<file path="config.mk">
export PLATFORM = sky130hd
export DESIGN_NAME = button_click_gesture_decoder_core
export DESIGN_NICKNAME = d
export VERILOG_FILES = /design/src/rtl/bcgd_pkg.sv /design/src/rtl/bcgd_cfg.sv /design/src/rtl/bcgd_fsm.sv /design/src/rtl/button_click_gesture_decoder_core.sv
export SDC_FILE = /design/constraint.sdc
export NUM_CORES = 1
export LEC_CHECK = 0
export BUFFER_PORTS_ARGS = -buffer_cell sky130_fd_sc_hd__buf_2
export CORE_MARGIN = 5
export CORE_UTILIZATION = 30
export CTS_CLUSTER_DIAMETER = 100
export CTS_CLUSTER_SIZE = 30
export DETAILED_ROUTE_END_ITERATION = 16
export PLACE_DENSITY_LB_ADDON = 0.05
export RECOVER_POWER = 25
export SYNTH_ARGS = -nofsm -noshare
export SYNTH_HDL_FRONTEND = slang
export SYNTH_SLANG_ARGS = --single-unit
</file>
<file path="constraint.sdc">
create_clock -name clk -period 14.2 [get_ports clk]
set_input_delay 1.42 -clock clk [delete_from_list [all_inputs] [get_ports clk]]
set_output_delay 1.42 -clock clk [all_outputs]
set_load 0.005 [all_outputs]
</file>
<file path="src/rtl/bcgd_pkg.sv">
`default_nettype none
// ----------------------------------------------------------------------------
// bcgd_pkg
// Shared types and constants of the button click gesture decoder.
// ----------------------------------------------------------------------------
package bcgd_pkg;

	// Width of the wrapping time stamps.
	localparam int TIME_BITS = 32;
	localparam int NOW_BITS  = 32;

	localparam int CFG_IDX_BITS  = 3;
	localparam int CFG_DATA_BITS = 16;

	typedef logic [TIME_BITS-1:0] stamp_t;

	typedef enum logic [CFG_IDX_BITS-1:0] {
		REG_MENU_MODE     = 3'd0,
		REG_DEBOUNCE      = 3'd1,
		REG_SHORT_MAX     = 3'd2,
		REG_LONG_HOLD     = 3'd3,
		REG_DOUBLE_WINDOW = 3'd4,
		REG_TRIPLE_WINDOW = 3'd5
	} cfg_reg_t;

	typedef enum logic [2:0] {
		EV_PLAY_PAUSE   = 3'd0,
		EV_NEXT_ITEM    = 3'd1,
		EV_SELECT       = 3'd2,
		EV_MENU         = 3'd3,
		EV_PREV_CHAPTER = 3'd4,
		EV_NEXT_CHAPTER = 3'd5
	} event_t;

	typedef struct packed {
		logic        menu_mode;
		logic [9:0]  debounce_ms;
		logic [13:0] short_max_ms;
		logic [15:0] long_hold_ms;
		logic [13:0] double_window_ms;
		logic [13:0] triple_window_ms;
	} cfg_t;

	localparam logic [9:0]  DEBOUNCE_RST      = 10'd50;
	localparam logic [13:0] SHORT_MAX_RST     = 14'd500;
	localparam logic [15:0] LONG_HOLD_RST     = 16'd1000;
	localparam logic [13:0] DOUBLE_WINDOW_RST = 14'd400;
	localparam logic [13:0] TRIPLE_WINDOW_RST = 14'd400;

	typedef enum logic [6:0] {
		ST_IDLE                = 7'b0000001,
		ST_PRESSED             = 7'b0000010,
		ST_WAIT_DOUBLE         = 7'b0000100,
		ST_WAIT_SECOND_RELEASE = 7'b0001000,
		ST_WAIT_TRIPLE         = 7'b0010000,
		ST_LONG_PRESS          = 7'b0100000,
		ST_WAIT_RELEASE        = 7'b1000000
	} gesture_state_t;

	// Result of one decision step.
	typedef struct packed {
		logic   valid;
		event_t code;
	} ev_res_t;

endpackage : bcgd_pkg
`default_nettype wire

</file>
<file path="src/rtl/bcgd_cfg.sv">
`default_nettype none
// ----------------------------------------------------------------------------
// bcgd_cfg
// Configuration register file; each write is truncated to the register width.
// ----------------------------------------------------------------------------
module bcgd_cfg (
	input  wire                                 clk,
	input  wire                                 arst_n,
	input  wire                                 wr_en,
	input  wire  [bcgd_pkg::CFG_IDX_BITS-1:0]   wr_index,
	input  wire  [bcgd_pkg::CFG_DATA_BITS-1:0]  wr_data,
	output bcgd_pkg::cfg_t                      cfg
);
	import bcgd_pkg::*;

	cfg_t cfg_q;

	always_ff @(posedge clk or negedge arst_n) begin
		if (!arst_n) begin
			cfg_q.menu_mode        <= 1'b0;
			cfg_q.debounce_ms      <= DEBOUNCE_RST;
			cfg_q.short_max_ms     <= SHORT_MAX_RST;
			cfg_q.long_hold_ms     <= LONG_HOLD_RST;
			cfg_q.double_window_ms <= DOUBLE_WINDOW_RST;
			cfg_q.triple_window_ms <= TRIPLE_WINDOW_RST;
		end else if (wr_en) begin
			unique case (cfg_reg_t'(wr_index))
				REG_MENU_MODE:     cfg_q.menu_mode        <= wr_data[0];
				REG_DEBOUNCE:      cfg_q.debounce_ms      <= wr_data[9:0];
				REG_SHORT_MAX:     cfg_q.short_max_ms     <= wr_data[13:0];
				REG_LONG_HOLD:     cfg_q.long_hold_ms     <= wr_data[15:0];
				REG_DOUBLE_WINDOW: cfg_q.double_window_ms <= wr_data[13:0];
				REG_TRIPLE_WINDOW: cfg_q.triple_window_ms <= wr_data[13:0];
				default: ;
			endcase
		end
	end

	assign cfg = cfg_q;

endmodule : bcgd_cfg
`default_nettype wire

</file>
<file path="src/rtl/bcgd_fsm.sv">
`default_nettype none
// ----------------------------------------------------------------------------
// bcgd_fsm
// Debounce filter and gesture FSM; decides one sample per step-enabled cycle.
// ----------------------------------------------------------------------------
module bcgd_fsm (
	input  wire                      clk,
	input  wire                      arst_n,
	input  wire                      step,
	input  wire                      pin,
	input  wire bcgd_pkg::stamp_t    now,
	input  wire bcgd_pkg::cfg_t      cfg,
	output bcgd_pkg::ev_res_t        res
);
	import bcgd_pkg::*;

	gesture_state_t state_q, state_d;
	stamp_t         stamp_q, stamp_d;
	logic           level_q, level_d;

	logic   pressed;
	logic   is_edge;
	logic   bounce;
	stamp_t stamp_mid;
	stamp_t since_mid;
	stamp_t since_edge;
	event_t short_ev;
	event_t long_ev;

	always_comb begin
		pressed    = !pin;
		is_edge    = (pin != level_q);
		since_edge = now - stamp_q;
		bounce     = is_edge && (since_edge < TIME_BITS'(cfg.debounce_ms));
		stamp_mid  = is_edge ? now : stamp_q;
		since_mid  = now - stamp_mid;
		short_ev   = cfg.menu_mode ? EV_NEXT_ITEM : EV_PLAY_PAUSE;
		long_ev    = cfg.menu_mode ? EV_SELECT : EV_MENU;

		state_d    = state_q;
		stamp_d    = stamp_mid;
		level_d    = is_edge ? pin : level_q;
		res.valid  = 1'b0;
		res.code   = EV_PLAY_PAUSE;

		unique case (state_q)
			ST_PRESSED: begin
				if (!pressed) begin
					// The hold time runs from the press edge, not the release edge.
					if (since_edge < TIME_BITS'(cfg.short_max_ms)) begin
						state_d = ST_WAIT_DOUBLE;
						stamp_d = now;
					end else begin
						res.valid = 1'b1;
						res.code  = short_ev;
						state_d   = ST_IDLE;
					end
				end else if (since_mid >= TIME_BITS'(cfg.long_hold_ms)) begin
					res.valid = 1'b1;
					res.code  = long_ev;
					state_d   = ST_LONG_PRESS;
				end
			end
			ST_WAIT_DOUBLE: begin
				if (pressed) begin
					state_d = ST_WAIT_SECOND_RELEASE;
					stamp_d = now;
				end else if (since_mid >= TIME_BITS'(cfg.double_window_ms)) begin
					res.valid = 1'b1;
					res.code  = short_ev;
					state_d   = ST_IDLE;
				end
			end
			ST_WAIT_SECOND_RELEASE: begin
				if (!pressed) begin
					state_d = ST_WAIT_TRIPLE;
					stamp_d = now;
				end
			end
			ST_WAIT_TRIPLE: begin
				if (pressed) begin
					res.valid = 1'b1;
					res.code  = EV_PREV_CHAPTER;
					state_d   = ST_WAIT_RELEASE;
					stamp_d   = now;
				end else if (since_mid >= TIME_BITS'(cfg.triple_window_ms)) begin
					res.valid = 1'b1;
					res.code  = EV_NEXT_CHAPTER;
					state_d   = ST_IDLE;
				end
			end
			ST_LONG_PRESS, ST_WAIT_RELEASE: begin
				if (!pressed) begin
					state_d = ST_IDLE;
				end
			end
			default: begin
				state_d = pressed ? ST_PRESSED : ST_IDLE;
			end
		endcase

		// A bounce drops the whole sample and leaves every state bit alone.
		if (bounce) begin
			state_d   = state_q;
			stamp_d   = stamp_q;
			level_d   = level_q;
			res.valid = 1'b0;
		end
	end

	always_ff @(posedge clk or negedge arst_n) begin
		if (!arst_n) begin
			state_q <= ST_IDLE;
			stamp_q <= '0;
			level_q <= 1'b1;
		end else if (step) begin
			state_q <= state_d;
			stamp_q <= stamp_d;
			level_q <= level_d;
		end
	end

endmodule : bcgd_fsm
`default_nettype wire

</file>
<file path="src/rtl/button_click_gesture_decoder_core.sv">
`default_nettype none
// An accepted sample is held in the sample register, and its event is loaded
// into the event register once the sample stage advances.
// Throughput: one sample per cycle unless out_stall holds an event; each
// decision is a single state machine pass from sample to event register.
// Reset: arst_n clears the state machine to idle, the edge stamp to zero, the
// settled level to released, and loads the configuration defaults.
// ----------------------------------------------------------------------------
// button_click_gesture_decoder_core
// Debounced single, double, triple and long press decoder with event output.
// ----------------------------------------------------------------------------
module button_click_gesture_decoder_core (
	input  wire                                 clk,
	input  wire                                 arst_n,
	input  wire                                 in_valid,
	output logic                                in_stall,
	input  wire                                 pin_level,
	input  wire  [bcgd_pkg::NOW_BITS-1:0]       now_ms,
	output logic                                out_valid,
	input  wire                                 out_stall,
	output logic [2:0]                          event_res,
	input  wire                                 cfg_valid,
	output logic                                cfg_ready,
	input  wire  [bcgd_pkg::CFG_IDX_BITS-1:0]   cfg_index,
	input  wire  [bcgd_pkg::CFG_DATA_BITS-1:0]  cfg_data
);
	import bcgd_pkg::*;

	cfg_t    cfg;
	ev_res_t res;

	logic   valid_s1;
	logic   pin_s1;
	stamp_t now_s1;
	logic   out_valid_q;
	event_t event_q;
	logic   advance;
	logic   in_accept;

	assign cfg_ready = 1'b1;

	bcgd_cfg u_cfg (
		.clk      (clk),
		.arst_n   (arst_n),
		.wr_en    (cfg_valid && cfg_ready),
		.wr_index (cfg_index),
		.wr_data  (cfg_data),
		.cfg      (cfg)
	);

	// The sample stage moves on whenever the event register is free or drained.
	assign advance   = !out_valid_q || !out_stall;
	assign in_stall  = valid_s1 && !advance;
	assign in_accept = in_valid && !in_stall;

	always_ff @(posedge clk or negedge arst_n) begin
		if (!arst_n) begin
			valid_s1 <= 1'b0;
		end else if (!in_stall) begin
			valid_s1 <= in_valid;
		end
	end

	always_ff @(posedge clk) begin
		if (in_accept) begin
			pin_s1 <= pin_level;
			now_s1 <= TIME_BITS'(now_ms);
		end
	end

	bcgd_fsm u_fsm (
		.clk    (clk),
		.arst_n (arst_n),
		.step   (valid_s1 && advance),
		.pin    (pin_s1),
		.now    (now_s1),
		.cfg    (cfg),
		.res    (res)
	);

	always_ff @(posedge clk or negedge arst_n) begin
		if (!arst_n) begin
			out_valid_q <= 1'b0;
		end else if (advance) begin
			out_valid_q <= valid_s1 && res.valid;
		end
	end

	always_ff @(posedge clk) begin
		if (advance && valid_s1 && res.valid) begin
			event_q <= res.code;
		end
	end

	assign out_valid = out_valid_q;
	assign event_res = event_q;

endmodule : button_click_gesture_decoder_core
`default_nettype wire

</file>
==> results.toml <==
[status]
status = "finished, violations left"
violations = "max-capacitance violations, max-slew violations"

[logic_synthesis]
syn-cell-area_um2 = 13200
synth_commonest_cells = "nand2_1, a21oi_1, o21ai_0"
synth_most_common_cell = "nand2_1"
yosys_warnings = 0
yosysTopAreaCellShare = 0.167
syn_nets = 1741
ys.flop_type = "dfrtp_1"
avgSynthCellArea_um2 = 8.42
synth.area.top_cells = "dfrtp_1, ha_1, edfxtp_1"
postSynthCellCount = 1565
synthArstFlopShare = 0.755
seq_area_frac_synth = 0.295
synth_seq_cells = 147
synth_edf_count = 36
yosysTopAreaCell = "dfrtp_1"
synth_cell_types = 100

[clock_network]
clock-sinks = 147
numCtsBuffers = 17
clk_latency_ns = 0.51
cts_root_buf = "clkbuf_16"
cts_tree = "done"
postCtsResizedCells = 0
post_cts_buffers = 0
hold_buffers = 0
clockBufferDepth = 2
htree_levels = 4
clkSlewWorstSetupHoldPaths_ns = 0.09

[place]
port-buffer-count = 61
dpl.hpwl_mm = 36.9
gp_congestion = 0.911
dp.cells = 2152

[sta]
fmax_mhz = 160
slew_headroom = -0.839
period_needed_ns = 6.25
setup_viol = 0
worstMarginPinSlew_ns = 2.76
tns_ns = 0
finalHoldViolCount = 0
rsz0062_at_grt = "false"
fin_worst_skew_ns = 0.0158
fin_crit_sh = 0.440
slew_viol_final = 47

[setup_path]
worstPathMaxFanout = 22
crit_path_start_kind = "flip-flop"
critPathSlowestCell = "dfstp_2"
critPathMaxStageDelay_ns = 0.86
required_ns = 14.41
path_cells = "xnor2_2, o21ai_0, ha_1, inv_1, ha_1, a21oi_1, o2bb2ai_1, o221ai_1, nand3_1, xnor2_1, ha_1, a21oi_1, nor2b_1, o21ai_0, nand2b_1, a21oi_1, o31a_1, or4b_2, o31ai_1, a21boi_1, o21ai_0"
crit_path_end_kind = "flip-flop"
worst-setup-path-type = "reg -> reg"
cp.arrival_ns = 6.46

[power_and_ir_drop]
power_density_nw_per_um2 = 226
irDropWorstVdd_mv = 0.0862
total_leakage_power_nw = 6.00

[layout]
nFillCells = 4542
final_cells = 2187
nNetsFinal = 1762
syn_to_final_growth_pct = 10.5
final_core_util = 0.337
layout-drive-gt1-share = 0.128

[grt]
first_global_vias = 11700
grt_pass1_wl_mm = 72.2
grt_max_degree = 67
antenna_found_initial = 2
grtUsageTotal = 0.199
grt-ovfl-total = 0

[floorplan]
die-area_um2 = 48200
die_w_um = 220
num_rows = 76
core_um2 = 43300
io_pins = 63
start_util = 0.305
die_h_um = 220

[route]
drc = 0
routedWlPerCell_um = 21.7
ant_nets = 0
dr.first_iter.drc_count = 864
first_pass_iters = 5
wirelength_mm = 47.5
vias = 12100
viasPerCell = 5.53

[flow_run]
max_cap_violations = 1

[worst_hold_path]
holdCritPathClass = "reg -> reg"
==> cell families after synthesis <==
kind of cell | after synthesis | share of synthesized area
AO/OA/AOI/OAI | 541 | 0.271
flip-flops | 147 | 0.295
buffers and inverters | 195 | 0.0684
multiplexers | 49 | 0.0411
other | 1 | 0.000284
adder cells (fa/ha/maj) | 128 | 0.120
XOR/XNOR | 44 | 0.0298
AND/OR/NAND/NOR | 460 | 0.175
==> layer usage <==
| metal | global-route usage | vias up | share of wire |
|---|---|---|---|
| met5 | 0 | - | 0 |
| met4 | 0.0578 | 0 | 0.017 |
| met3 | 0.0419 | 38 | 0.050 |
| met2 | 0.296 | 278 | 0.43 |
| met1 | 0.290 | 5888 | 0.50 |
| li1 | - | 5891 | - |
==> path summary, 6_finish.rpt <==
kind                                  startpoint           endpoint  slack, ns  cells past startpoint
worst max-delay path               u_fsm.level_q       event_res[0]       7.95                     21
worst min-delay path            u_fsm.state_q[0]   u_fsm.state_q[0]       0.48                      2
worst max register to register     u_fsm.level_q       event_res[0]       7.95                     21
worst min register to register  u_fsm.state_q[0]   u_fsm.state_q[0]       0.48                      2
max in group asynchronous                 arst_n  u_fsm.stamp_q[24]      10.25                      2
min in group asynchronous                 arst_n      u_cfg.cfg[39]       1.79                      1
==> worst max-delay path: cells and delay by family (launching register included) <==
kind / cells / cell delay, ns
compound gates: 11 / 2.62
flops: 1 / 0.86
fa+ha+maj: 3 / 0.84
xor+xnor: 2 / 0.57
simple gates: 4 / 0.96
buf+inv: 1 / 0.10
==> cell usage in the layout (no fill, tap or decap), types with 20 or more instances in the layout <==
cell type / instances
a211oi_1: 22
nand2_1: 167
a21oi_1: 134
a221o_1: 21
nor2_1: 92
nand2b_1: 20
inv_1: 122
dfrtp_1: 88
dfstp_2: 23
a21o_1: 30
nand4_1: 24
mux2_2: 41
xnor2_1: 26
buf_2: 51
nand3_1: 28
edfxtp_1: 36
nor3_1: 26
ha_1: 118
o21ai_0: 133
a221oi_1: 25
==> flip-flops by register name, summed over array words and instances (netlist names) <==
name           cells
valid_s1           1
out_valid          1
u_fsm.level_q      1
u_fsm.state_q      7
u_cfg.cfg         69
u_fsm.stamp_q     32
pin_s1             1
now_s1            32
event_res          3
==> metrics by stage <==
step	power (mW)	setup slack [ns]	hold slack [ns]	instance area [um2]
final	3.29	7.95	0.485	14600
after global routing	3.60	7.54	0.507	14600
after CTS	3.32	7.95	0.494	14600
after detailed placement	2.80	7.96	0.484	13900
after global placement	2.80	8.12	0.471	13900
after floorplan	2.18	8.60	0.452	13200
==> power by group <==
part           total (mW)  internal (mW)  switching [mW]
clock network       0.494          0.255           0.239
registers           0.645          0.548          0.0979
logic                2.15          0.801            1.35
==> layout make-up <==
type | instances | area [um2] | area share
inverter | 122 | 458 | 0.0314
antenna | 3 | 7.51 | 0.000515
tap | 585 | 732 | 0.0502
clock buffer | 17 | 425 | 0.0292
timing repair buffer | 75 | 398 | 0.0273
multi-input combinational | 1223 | 8460 | 0.580
sequential | 147 | 3890 | 0.267
clock inverter | 15 | 205 | 0.0141
Note: power is estimated with default switching activity, not from simulation.
